$ cat src/rtl/triangle_unit_normal_macros.svh
// Assertion helpers used by rtl/triangle_unit_normal.sv.
`ifndef TRIANGLE_UNIT_NORMAL_MACROS_SVH
`define TRIANGLE_UNIT_NORMAL_MACROS_SVH

// Checks that a property holds at every edge outside reset.
`define TUN_ASSERT(label, prop, msg) \
  label: assert property (@(posedge clk_i) disable iff (!rst_ni) (prop)) else $error(msg);

// Checks that one condition implies another in the next cycle.
`define TUN_ASSERT_NEXT(label, cond, conseq, msg) \
  label: assert property (@(posedge clk_i) disable iff (!rst_ni) (cond) |=> (conseq)) \
    else $error(msg);

`endif

$ cat src/rtl/tun_pkg.sv
`timescale 1ns / 1ps
package tun_pkg;

  localparam int unsigned CW = 24;
  localparam int unsigned NW = 16;
  // Edge, product, cross and magnitude widths.
  localparam int unsigned EW = CW + 1;
  localparam int unsigned PW = 2 * EW;
  localparam int unsigned XW = PW + 1;
  localparam int unsigned MW = 31;
  localparam int unsigned SW = 64;
  localparam int unsigned LW = 32;
  localparam int unsigned BLW = 7;
  // Square root cells (one result bit each) and divider cells (one quotient bit each).
  localparam int unsigned SQ_STEPS = LW;
  localparam int unsigned QW = NW + 1;
  localparam int unsigned DV_STEPS = QW;
  localparam int unsigned NUMW = MW + NW + 1;

  typedef struct packed {
    logic signed [CW-1:0] ax;
    logic signed [CW-1:0] ay;
    logic signed [CW-1:0] az;
    logic signed [CW-1:0] bx;
    logic signed [CW-1:0] by;
    logic signed [CW-1:0] bz;
    logic signed [CW-1:0] cx;
    logic signed [CW-1:0] cy;
    logic signed [CW-1:0] cz;
  } tri_in_t;

  typedef struct packed {
    logic signed [NW-1:0] nx;
    logic signed [NW-1:0] ny;
    logic signed [NW-1:0] nz;
    logic                 ok;
  } tri_out_t;

  // Data carried by every cell of the square root chain.
  typedef struct packed {
    logic [SW-1:0]    rem;
    logic [SW-1:0]    root;
    logic [2:0][MW-1:0] m;
    logic [2:0]       neg;
    logic             ok;
  } sq_t;

  // Data carried by every cell of the divider chain.
  typedef struct packed {
    logic [2:0][NUMW-1:0] num;
    logic [2:0][QW-1:0]   q;
    logic [LW-1:0]        len;
    logic [2:0]           neg;
    logic                 ok;
  } dv_t;

endpackage

$ cat src/rtl/tun_sqrt_cell.sv
`timescale 1ns / 1ps
module tun_sqrt_cell #(
  parameter int unsigned Step = 0
) (
  input  logic          clk_i,
  input  logic          rst_ni,
  input  logic          en_i,
  input  logic          vld_i,
  input  tun_pkg::sq_t  dat_i,
  output logic          vld_o,
  output tun_pkg::sq_t  dat_o
);
  import tun_pkg::*;

  localparam logic [SW-1:0] Bit = SW'(1) << (SW - 2 - 2 * Step);

  sq_t  dat_d, dat_q;
  logic vld_q;
  logic [SW-1:0] trial;

  // One digit-by-digit restoring step of the integer square root.
  always_comb begin
    dat_d = dat_i;
    trial = dat_i.root + Bit;
    if (dat_i.rem >= trial) begin
      dat_d.rem  = dat_i.rem - trial;
      dat_d.root = (dat_i.root >> 1) + Bit;
    end else begin
      dat_d.root = dat_i.root >> 1;
    end
  end

  always_ff @(posedge clk_i or negedge rst_ni) begin
    if (!rst_ni) begin
      vld_q <= 1'b0;
    end else if (en_i) begin
      vld_q <= vld_i;
    end
  end

  always_ff @(posedge clk_i) begin
    if (en_i) begin
      dat_q <= dat_d;
    end
  end

  assign vld_o = vld_q;
  assign dat_o = dat_q;
endmodule

$ cat config.mk
export PLATFORM = sky130hd
export DESIGN_NAME = tun_sqrt_cell
export DESIGN_NICKNAME = d
export VERILOG_FILES = /design/src/rtl/triangle_unit_normal_macros.svh /design/src/rtl/tun_pkg.sv /design/src/rtl/tun_sqrt_cell.sv
export SDC_FILE = /design/constraint.sdc
export NUM_CORES = 1
export LEC_CHECK = 0
export CAP_MARGIN = 10
export CORE_AREA = 2 2 175 177
export CTS_CLUSTER_DIAMETER = 150
export DETAILED_ROUTE_END_ITERATION = 10
export DIE_AREA = 0 0 177 179
export DONT_BUFFER_PORTS = 1
export PLACE_DENSITY_LB_ADDON = 0.08
export SYNTH_ARGS = -nofsm -noshare
export SYNTH_HDL_FRONTEND = slang
export SYNTH_SLANG_ARGS = --single-unit
$ cat constraint.sdc
create_clock -name clk_i -period 0.8 [get_ports clk_i]
set_input_delay 0.16 -clock clk_i [delete_from_list [all_inputs] [get_ports clk_i]]
set_output_delay 0.16 -clock clk_i [all_outputs]
set_load 0.01 [all_outputs]
Word level (Yosys, flattened, before mapping). Index checks and enable logic that the tools add are counted.

Equal/unequal tests: 0. $lt $le $gt $ge: 1. $mul: 0. Bitwise logic cells: 0. Shift-type cells: 0. Reductions and logical operators: 0. $add $sub $neg: 3. Muxes and demuxes: 2. Div/mod/pow operators: 0.

Operator list (count): adder 63 x 63 -> 64 bit, second input constant (1); adder 64 x 63 -> 64 bit, second input constant (1); >= comparator 64 bit (1); two-way mux 64 bit (1); subtractor 64 bit (1); two-way mux 63 bit (1).

Register bits after elaboration: 226. Output and inout bits: 226. RAM bits: 0. Logic and storage cells: 15. Bits of input ports: 229. Memory bits (read-only): 0. Memories kept: 0. Bits in latches: 0.

Depth between registers and ports, before layout.
Word-level depth: 3. Mapped depth: 15. Mapped depth without buffers: 13.

Least setup slack after synthesis. Ideal clock, no wire load.

Kind: in2reg. From: input port dat_i[161] in the netlist's numbering. To: register dat_q (netlist bit dat_o[214]) (data pin). Library setup time: 0.262 ns. Data required time: 0.538 ns. Slack: -2.188 ns. Path buffers: 2. Stages: 13. Arrival: 2.726 ns. Path through: inv_1 -> ha_1 -> fa_1 -> nand2b_1 -> a21oi_1 -> o21ai_1 -> o21ba_1 -> a31oi_4 -> o211ai_1 -> a31oi_1 -> buf_4 -> buf_4 -> mux2_1.

RTL lines: start: declaration (line tun_sqrt_cell.sv:9) `input tun_pkg::sq_t dat_i,`; end signal: assignment (line tun_sqrt_cell.sv:43) `dat_q <= dat_d;`; end: declaration (line tun_sqrt_cell.sv:17) `sq_t dat_d, dat_q;`.

==> reports/qor.txt <==
status: complete, but fails checks
violated checks: hold timing, setup timing
setup slack, reg-to-reg: 40 ps
IO Pins: 455
Final Hold Viols: 40
Setup crit start kind: input pin
share of cells above drive strength 1: 0.361
Gate Count Post-Synth: 1018
ANT cells: 0
die width: 177 um
Power per Cell Area: 1990 nW/um^2
die area: 31700 um^2
Synth top cells by count: edfxtp_1, a21oi_1, inv_1
Detail Route Antenna Nets: 0
drt total wl: 41.8 mm
Std-Cell Rows: 64
post-route worst setup slack: -1500 ps
min Tclk post-route: 2300 ps
Pre-antenna DRT Iters: 5
design area: 19400 um^2
CTS buffer count: 26
crit path cell chain: inv_12 > ha_4 > fa_2 > nand2b_4 > a21oi_4 > o21ai_4 > o21ba_4 > a31oi_4 > o211ai_1 > a31oi_4 > buf_8 > buf_4 > buf_12 > mux2_4
# setup viols final: 292
Routed WL per cell: 21.2 um
number of global-route vias before repair: 10200
MaxCap Viol Count: 0
crit end category: flop
syn_area_per_cell: 11.8 um^2
Critical Path AT: 2590 ps
Worst VDD drop: 1.58 mV
CTS max path bufs: 3
Final nets: 1853
Total GRT Usage: 0.247
leading area contributor after synthesis: edfxtp_1
Mapped Area: 12000 um^2
maximum number of pins on one net before global-route repair: 227
Async S/R FF share, synth: 0.00442
hpwl dp: 28.7 mm
Leak: 0.00800 uW
Hold WS: -242 ps
Worst-path clk slew: 60 ps
most common cell in the synthesized netlist: edfxtp_1
syn nets: 1312
CORE AREA: 30000 um^2
Rel. slew slack: 0.408
Crit path max-delay family: compound AO/OA/AOI/OAI gates
RSZ-0062 raised after global routing: true
Fmax: 0.434 GHz
DR DRC count: 0
H-tree levels: 1
delay of the slowest critical-path stage: 350 ps
global-route wire length before repair: 59.3 mm
Setup CP Type: in -> reg
clk_skew: 0 ps
slowest CP cell: fa_2
final worst-path cycle share: 2.88
Place WS: -2270 ps
fin. max-slew vios: 0
CTS tree: yes
Synth area leaders: edfxtp_1, ha_1, a21oi_1
synth warn: 0
Port Buffers: 0
Vias/cell: 5.12
DR iter-0 viols: 684
initial core utilization: 0.400
ys flop type: edfxtp_1
CTS Sinks: 226
Hold Path Class: in -> reg
total grt overflow: 0
Fin Setup TNS: -172210 ps
die height: 179 um
Worst Path Required: 1090 ps
Syn-to-layout area delta: 61.0%
crit path max fanout: 10
routability cong.: 0.863
Worst-Skew Late Latency: 530 ps
top cell type's share of synthesized area: 0.562
root buf cell: clkbuf_16
post-synthesis sequential area ratio: 0.564
Post-synth EDFFs: 225
post-placement cell area: 14700 um^2
#FFs+latches synth: 226
Slew @ Worst Pin: 888 ps
Vias: 10100
Netlist cell types: 68
most frequent CP cell: a31oi_4
initial antenna violation count: 0
Bufs and invs on worst path: 4
-- cell usage in the layout (no fill, tap or decap), drive strengths merged, types with 5 or more instances in the layout --
| cell | instances |
|---|---|
| a21o | 41 |
| nand2b | 6 |
| nor2b | 7 |
| clkbuf | 34 |
| xor2 | 17 |
| a21boi | 6 |
| nand4 | 21 |
| ha | 64 |
| clkinv | 5 |
| inv | 91 |
| dlygate4sd3 | 225 |
| nor2 | 61 |
| o2111ai | 5 |
| mux2 | 52 |
| nand3 | 10 |
| xnor2 | 39 |
| edfxtp | 225 |
| nor3 | 17 |
| a211oi | 6 |
| buf | 322 |
| and4 | 6 |
| o21bai | 17 |
| nand2 | 69 |
| a21oi | 101 |
| a31oi | 6 |
| bufinv | 5 |
| o21ai | 51 |
| o211ai | 8 |
-- cells by family (layout without fill, tap and decap cells) --
logic type	count (synthesis)	count (layout)	share of synthesized area
buffers and inverters	123	683	0.0422
and+or+nand+nor	223	223	0.0904
muxes	53	53	0.0495
DFF	226	226	0.564
AOI/OAI and AO/OA	272	272	0.145
xor gates and xnor gates	56	56	0.0408
adders and majority gates	65	65	0.0682
-- repair_timing --
action	4_1_cts	5_1_grt
cloned	5	2
pin swaps	30	60
hold buffers	224	1
resized for setup	139	94
buffers inserted	24	17
setup endpoints to repair	292	292
hold endpoints to repair	452	229
-- area by class of cell --
class	count	area, um^2
clock buffer	32	694
clock inverter	15	216
fill	2337	10700
inverter	87	352
multi-input combinational	669	5860
sequential	226	6780
tap	396	495
timing repair buffer	549	4970
-- stage by stage --
step | total power (uW) | cells | util
finish | 38500 | 1974 | 0.645
global route | 40000 | 1974 | 0.645
CTS | 38000 | 1959 | 0.626
detailed placement | 23000 | 1660 | 0.490
global placement | 23000 | 1660 | 0.490
floorplan | 19900 | 1018 | -
-- metal layers --
metal | up-vias | share of wire | GRT usage
met5 | - | 0 | 0
met1 | 4828 | 0.40 | 0.296
met3 | 52 | 0.076 | 0.0657
met2 | 351 | 0.50 | 0.437
li1 | 4880 | - | -
met4 | 0 | 0.022 | 0.0661
-- final timing paths --
check / startpoint / endpoint / cells past startpoint
max in group asynchronous: rst_ni / vld_o / 2
worst max-delay path: dat_i[161] / dat_o[172] / 14
worst max register to register: vld_o / vld_o / 1
min in group asynchronous: rst_ni / vld_o / 2
worst min-delay path: en_i / dat_o[155] / 0
worst min register to register: vld_o / vld_o / 1
-- registers in the layout (all words and copies together) (netlist names) --
| register | count |
|---|---|
| dat_o | 225 |
| vld_o | 1 |
-- power breakdown --
part | internal [uW] | switching, uW
clock network | 7820 | 5010
logic | 5680 | 4170
registers | 14600 | 1280
Note: power is estimated with default switching activity, not from simulation.
