## src/rtl/triangle_unit_normal_macros.svh

```systemverilog
// Assertion helpers used by rtl/triangle_unit_normal.sv.
`ifndef TRIANGLE_UNIT_NORMAL_MACROS_SVH
`define TRIANGLE_UNIT_NORMAL_MACROS_SVH

// Checks that a property holds at every edge outside reset.
`define TUN_ASSERT(label, prop, msg) \
  label: assert property (@(posedge clk_i) disable iff (!rst_ni) (prop)) else $error(msg);

// Checks that one condition implies another in the next cycle.
`define TUN_ASSERT_NEXT(label, cond, conseq, msg) \
  label: assert property (@(posedge clk_i) disable iff (!rst_ni) (cond) |=> (conseq)) \
    else $error(msg);

`endif

```

## src/rtl/tun_pkg.sv

```systemverilog
`timescale 1ns / 1ps
package tun_pkg;

  localparam int unsigned CW = 24;
  localparam int unsigned NW = 16;
  // Edge, product, cross and magnitude widths.
  localparam int unsigned EW = CW + 1;
  localparam int unsigned PW = 2 * EW;
  localparam int unsigned XW = PW + 1;
  localparam int unsigned MW = 31;
  localparam int unsigned SW = 64;
  localparam int unsigned LW = 32;
  localparam int unsigned BLW = 7;
  // Square root cells (one result bit each) and divider cells (one quotient bit each).
  localparam int unsigned SQ_STEPS = LW;
  localparam int unsigned QW = NW + 1;
  localparam int unsigned DV_STEPS = QW;
  localparam int unsigned NUMW = MW + NW + 1;

  typedef struct packed {
    logic signed [CW-1:0] ax;
    logic signed [CW-1:0] ay;
    logic signed [CW-1:0] az;
    logic signed [CW-1:0] bx;
    logic signed [CW-1:0] by;
    logic signed [CW-1:0] bz;
    logic signed [CW-1:0] cx;
    logic signed [CW-1:0] cy;
    logic signed [CW-1:0] cz;
  } tri_in_t;

  typedef struct packed {
    logic signed [NW-1:0] nx;
    logic signed [NW-1:0] ny;
    logic signed [NW-1:0] nz;
    logic                 ok;
  } tri_out_t;

  // Data carried by every cell of the square root chain.
  typedef struct packed {
    logic [SW-1:0]    rem;
    logic [SW-1:0]    root;
    logic [2:0][MW-1:0] m;
    logic [2:0]       neg;
    logic             ok;
  } sq_t;

  // Data carried by every cell of the divider chain.
  typedef struct packed {
    logic [2:0][NUMW-1:0] num;
    logic [2:0][QW-1:0]   q;
    logic [LW-1:0]        len;
    logic [2:0]           neg;
    logic                 ok;
  } dv_t;

endpackage

```

## src/rtl/tun_div_cell.sv

```systemverilog
`timescale 1ns / 1ps
module tun_div_cell #(
  parameter int unsigned Step = 0
) (
  input  logic          clk_i,
  input  logic          rst_ni,
  input  logic          en_i,
  input  logic          vld_i,
  input  tun_pkg::dv_t  dat_i,
  output logic          vld_o,
  output tun_pkg::dv_t  dat_o
);
  import tun_pkg::*;

  localparam int unsigned Sh = DV_STEPS - 1 - Step;

  dv_t  dat_d, dat_q;
  logic vld_q;
  logic [NUMW+QW-1:0] dsh;

  // One restoring division step for each of the three components.
  always_comb begin
    dat_d = dat_i;
    dsh   = (NUMW + QW)'(dat_i.len) << Sh;
    for (int i = 0; i < 3; i++) begin
      if ((NUMW + QW)'(dat_i.num[i]) >= dsh) begin
        dat_d.num[i] = NUMW'((NUMW + QW)'(dat_i.num[i]) - dsh);
        dat_d.q[i]   = dat_i.q[i] | (QW'(1) << Sh);
      end
    end
  end

  always_ff @(posedge clk_i or negedge rst_ni) begin
    if (!rst_ni) begin
      vld_q <= 1'b0;
    end else if (en_i) begin
      vld_q <= vld_i;
    end
  end

  always_ff @(posedge clk_i) begin
    if (en_i) begin
      dat_q <= dat_d;
    end
  end

  assign vld_o = vld_q;
  assign dat_o = dat_q;
endmodule

```

## config.mk

```make
export PLATFORM = sky130hd
export DESIGN_NAME = tun_div_cell
export DESIGN_NICKNAME = d
export VERILOG_FILES = /design/src/rtl/triangle_unit_normal_macros.svh /design/src/rtl/tun_pkg.sv /design/src/rtl/tun_div_cell.sv
export SDC_FILE = /design/constraint.sdc
export NUM_CORES = 1
export LEC_CHECK = 0
export BUFFER_PORTS_ARGS = -buffer_cell sky130_fd_sc_hd__buf_2
export CORE_ASPECT_RATIO = 1.5
export CORE_MARGIN = 4
export CORE_UTILIZATION = 35
export DETAILED_ROUTE_END_ITERATION = 7
export PLACE_DENSITY = 0.6
export SYNTH_ARGS = -nofsm -noshare
export SYNTH_HDL_FRONTEND = slang
export SYNTH_SLANG_ARGS = --single-unit
```

## constraint.sdc

```tcl
create_clock -name clk_i -period 2.1 [get_ports clk_i]
set_clock_uncertainty 0.1 [all_clocks]
set_input_delay 0.525 -clock clk_i [delete_from_list [all_inputs] [get_ports clk_i]]
set_output_delay 0.525 -clock clk_i [all_outputs]
set_load 0.01 [all_outputs]
```

* After elaboration in Yosys (flattened, before gate mapping) *
Index checks and enable logic that the tools add are counted.

word-level totals
  flip-flop bits (word level) = 232
  word-level logic and storage cells = 22
  memory bits (writable) = 0
  ROM bits = 0
  memories kept = 0
  output and inout port bits = 232
  latch bits = 0
  input port bits = 235

operators by class
  equality and inequality tests = 0
  divide/modulo/power cells = 0
  shift operators = 0
  multiply operators = 0
  magnitude comparators = 3
  reduce and logical (&&, ||, !) cells = 0
  bitwise operators = 0
  muxes and demuxes = 3
  add/subtract/negate cells = 3

operators by type and width
  kind            number
  $ge 48x48->1    3
  $mux 48         3
  $sub 48x48->48  3

* Longest topological paths before layout *
  word-level depth = 2
  mapped depth = 14
  mapped depth without buffers = 12

* Worst setup path before layout *
OpenSTA, ideal clock, no wires.

  path kind = in2reg
  start point = in dat_i[6] (netlist bit)
  end point = reg dat_q (netlist bit dat_o[155]) (data pin)
  path buffers = 1
  data arrival time = 2,969 ps
  stages = 12
  required time = 1,740 ps
  slack = -1,229 ps
  library setup time = 260 ps
  path through = inv_1 -> ha_1 -> nor2b_4 -> o31a_1 -> o2111a_1 -> o2111ai_1 -> a41oi_2 -> a21oi_2 -> o21ai_1 -> a21oi_4 -> buf_6 -> mux2_4

RTL lines
  item                  line                RTL
  start, declared       tun_div_cell.sv:9   input tun_pkg::dv_t dat_i,
  end signal, assigned  tun_div_cell.sv:43  dat_q <= dat_d;
  end, declared         tun_div_cell.sv:17  dv_t dat_d, dat_q;

==> out/metrics.yaml <==
placement:
  io_buffers: 466
  place_congestion: 0.911
  post-dp-hpwl_mm: 38.7
finish:
  fin_nets: 2369
  fin_util_pct: 57.2
  syn2layout_area_growth_pct: 61.7
  drive_gt1_share_pct: 53.8
timing:
  finalWorstSetupSlack_ns: -0.948
  worstMarginPinSlew_ns: 0.513
  min_period_ns: 3.05
  whs_ns: 0.0685
  setup_tns_ns: -78.02
  timing.final.crit_share_pct: 145
  finalSetupViolCount: 99
  max_slew_margin_pct: 65.8
  finalMaxSlewViolations: 0
  max_freq_ghz: 0.328
  finalHoldViolCount: 0
  grt_setup_unrepaired: "yes"
synth:
  synth-seq-cells: 232
  synthesis.area_um2: 13300
  syn_area_per_cell_um2: 11.5
  ys_async_sr_fraction_pct: 0.431
  syn_inst: 1163
  yosysTopAreaCellShare_pct: 52.0
  ys_types: 70
  ys_seq_area_share_pct: 52.2
  ys_dominant_reg_cell: "edfxtp_1"
  synth_fp_nets: 1497
  synth.area.top_cells: "edfxtp_1 52%, ha_1 9.0%, o21ai_0 3.6%, nand2_1 3.2%, xnor2_1 3.0%"
  synth_edf_count: 231
  yosys_warnings: 0
  synth_top_area_cell: "edfxtp_1"
detailed_routing:
  drt_iter0_drc: 775
  drc: 0
  wire_per_inst_um: 19.5
  viasPerCell: 5.02
  via_count: 12800
  antenna_left: 0
  wirelength_mm: 49.6
  dr.pass1.iters: 5
worst_hold_path:
  whs_endpoint: "dat_o[58]$_DFFE_PP_"
  hold_class: "in2reg"
  min-delay-start: "dat_i[58]"
  min_path_cells: 1
setup_path:
  cp_max_fo: 8
  r2r_end: "vld_o$_DFFE_PN0P_"
  path_class: "in2reg"
  cp.required_ns: 2.28
  r2r_cells: 1
  critPathLaunchType: "input port"
  reg2reg_slack_ns: 1.26
  r2r_start: "vld_o$_DFFE_PN0P_"
  cp-end-kind: "register"
  worstPathArrival_ns: 3.22
grt:
  grt_pass1_wl_mm: 72.6
  first_global_vias: 12900
  grt_overflow: 0
  grt_usage_pct: 22.4
  antenna_found_initial: 9
  grt_max_degree: 54
outcome:
  violations: "negative setup slack"
  status: "finished, violations left"
pwr:
  cellLeakagePower_nw: 9.87
  power.density_nw_per_um2: 694
  irDropWorstVdd_v: 0.000585
cts:
  cts_root_buf: "clkbuf_16"
  cts_tree: "built"
  clock_sinks: 232
  cts_max_level: 1
  clkTransAtPathRegs_ns: 0.06
  numCtsBuffers: 25
  clock_path_buffers: 3
  clock_latency_ns: 0.53
floorplanning:
  die_w_um: 167
  die_h_um: 247
  rows: 87
  core_um2: 37700
  die_area_um2: 41300
  initial_core_util_pct: 35.4
  io_pins: 467
run:
  cap_violations: 0
-- worst max-delay path by stage --
stage	from	endpoint	depth (start not counted)
floorplan	dat_i[6]	dat_o[155]$_DFFE_PP_	12
global placement	dat_i[10]	dat_o[134]$_DFFE_PP_	14
detailed placement	dat_i[6]	dat_o[129]$_DFFE_PP_	13
CTS	dat_i[11]	dat_o[153]$_DFFE_PP_	13
global route	dat_i[6]	dat_o[180]$_DFFE_PP_	14
finish	dat_i[6]	dat_o[180]$_DFFE_PP_	14
-- metal layers --
| metal | wire [µm] | GRT usage (%) | vias to the layer above |
|---|---|---|---|
| li1 | - | - | 6158 |
| met1 | 17200 | 23.3 | 6077 |
| met2 | 27100 | 43.6 | 434 |
| met3 | 3120 | 4.17 | 103 |
| met4 | 2090 | 9.24 | 10 |
| met5 | 63 | 0 | - |
-- placed cells by master (no fill, tap or decap), drive strengths merged, types with 4 or more instances in the layout --
master,netlist,routed
a211oi,9,9
a21boi,5,5
a21o,46,46
a21oi,82,82
a31oi,15,15
a41oi,5,5
and2,5,5
and3,14,14
buf,9,872
clkbuf,23,33
clkinv,0,6
clkinvlp,0,10
diode,0,4
edfxtp,231,231
ha,96,96
inv,63,59
mux2,35,35
mux2i,4,4
nand2,113,113
nand2b,15,15
nand3,25,25
nand4,7,7
nor2,42,42
nor2b,9,9
nor3,15,15
nor4,12,12
o2111ai,5,5
o211ai,6,6
o21a,15,17
o21ai,98,98
o21bai,15,15
o31ai,6,6
or3,5,5
xnor2,46,46
xor2,38,38
-- stage by stage --
stage / setup WS (ns) / area (µm²) / total power [mW] / instances
2_1_floorplan: -1.06 / 13500 / 7.98 / 1163
3_3_place_gp: -1.49 / 19000 / 10.1 / 2431
6_report: -0.948 / 21600 / 15.0 / 2545
4_1_cts: -0.883 / 21200 / 14.9 / 2523
3_5_place_dp: -1.52 / 19000 / 10.1 / 2431
5_1_grt: -0.969 / 21600 / 15.7 / 2544
-- Yosys cell counts (3+ instances only) --
library cell,instances
a211oi_1,9
or3_1,5
buf_2,5
nand2b_1,15
a21oi_1,80
o31ai_1,6
ha_1,96
a21boi_0,5
xnor2_1,46
nor2b_1,8
nor4_1,12
mux2_2,12
a21o_1,46
nand2_1,113
buf_6,3
o21a_1,15
xor2_1,38
a221oi_1,3
a221o_1,3
and3_1,14
edfxtp_1,231
a31oi_1,15
o21bai_1,15
clkbuf_1,22
o21ai_0,96
fa_1,3
nor2_1,41
a41oi_1,4
o2111ai_1,5
nor3_1,15
inv_1,63
o211ai_1,6
nor3b_1,3
or4_1,3
a31o_2,3
mux2_1,3
mux2_4,20
nand4_1,7
nand3_1,25
o22ai_1,3
and2_1,5
mux2i_1,4
-- worst max-delay path: stages --
cell and delay (ns):
buf_8 0.08, clkinvlp_4 0.17, ha_4 0.28, nor2b_4 0.12
o31a_1 0.26, o2111a_1 0.28, o2111ai_2 0.20, a41oi_2 0.17
a21oi_2 0.20, o21ai_2 0.11, a21oi_4 0.18, buf_12 0.14
buf_12 0.15, mux2_2 0.34
-- final cells by class --
type	instances	area, µm²
Sequential cell	232	6960
Clock buffer	31	648
Inverter	63	280
Fill cell	3273	16100
Antenna cell	4	10.0
Timing Repair Buffer	875	6030
Multi-Input combinational cell	838	6900
Clock inverter	13	109
Tap cell	489	612
-- state kept, by name, summed over array words and instances, names as in the netlist --
name and count:
dat_o 231, vld_o 1
-- cells by family (layout without fill, tap and decap cells) --
kind of cell	count (synthesis)	in the layout	synth area share (%)
other cells	0	4	0
xor+xnor	84	84	5.52
fa+ha+maj	99	99	9.46
compound gates	340	342	16.3
buf+inv	95	982	2.90
flops	232	232	52.2
mux	39	39	3.82
simple gates	274	274	9.80
-- power breakdown --
part / internal, mW / switching [mW] / leakage (nW)
clock: 2.33 / 1.86 / 0.360
sequential: 5.70 / 0.130 / 2.27
combinational: 2.51 / 2.44 / 7.24
-- repair_timing --
item / in CTS / in global routing
setup buffers: 40 / 18
gates resized for setup: 220 / 52
hold buffers: 1 / 0
pin swaps: 88 / 33
cloned: 11 / 3
endpoints found under the hold margin: 1 / 0
setup endpoints to repair: 99 / 99
Power figures use the tool's default switching activity.
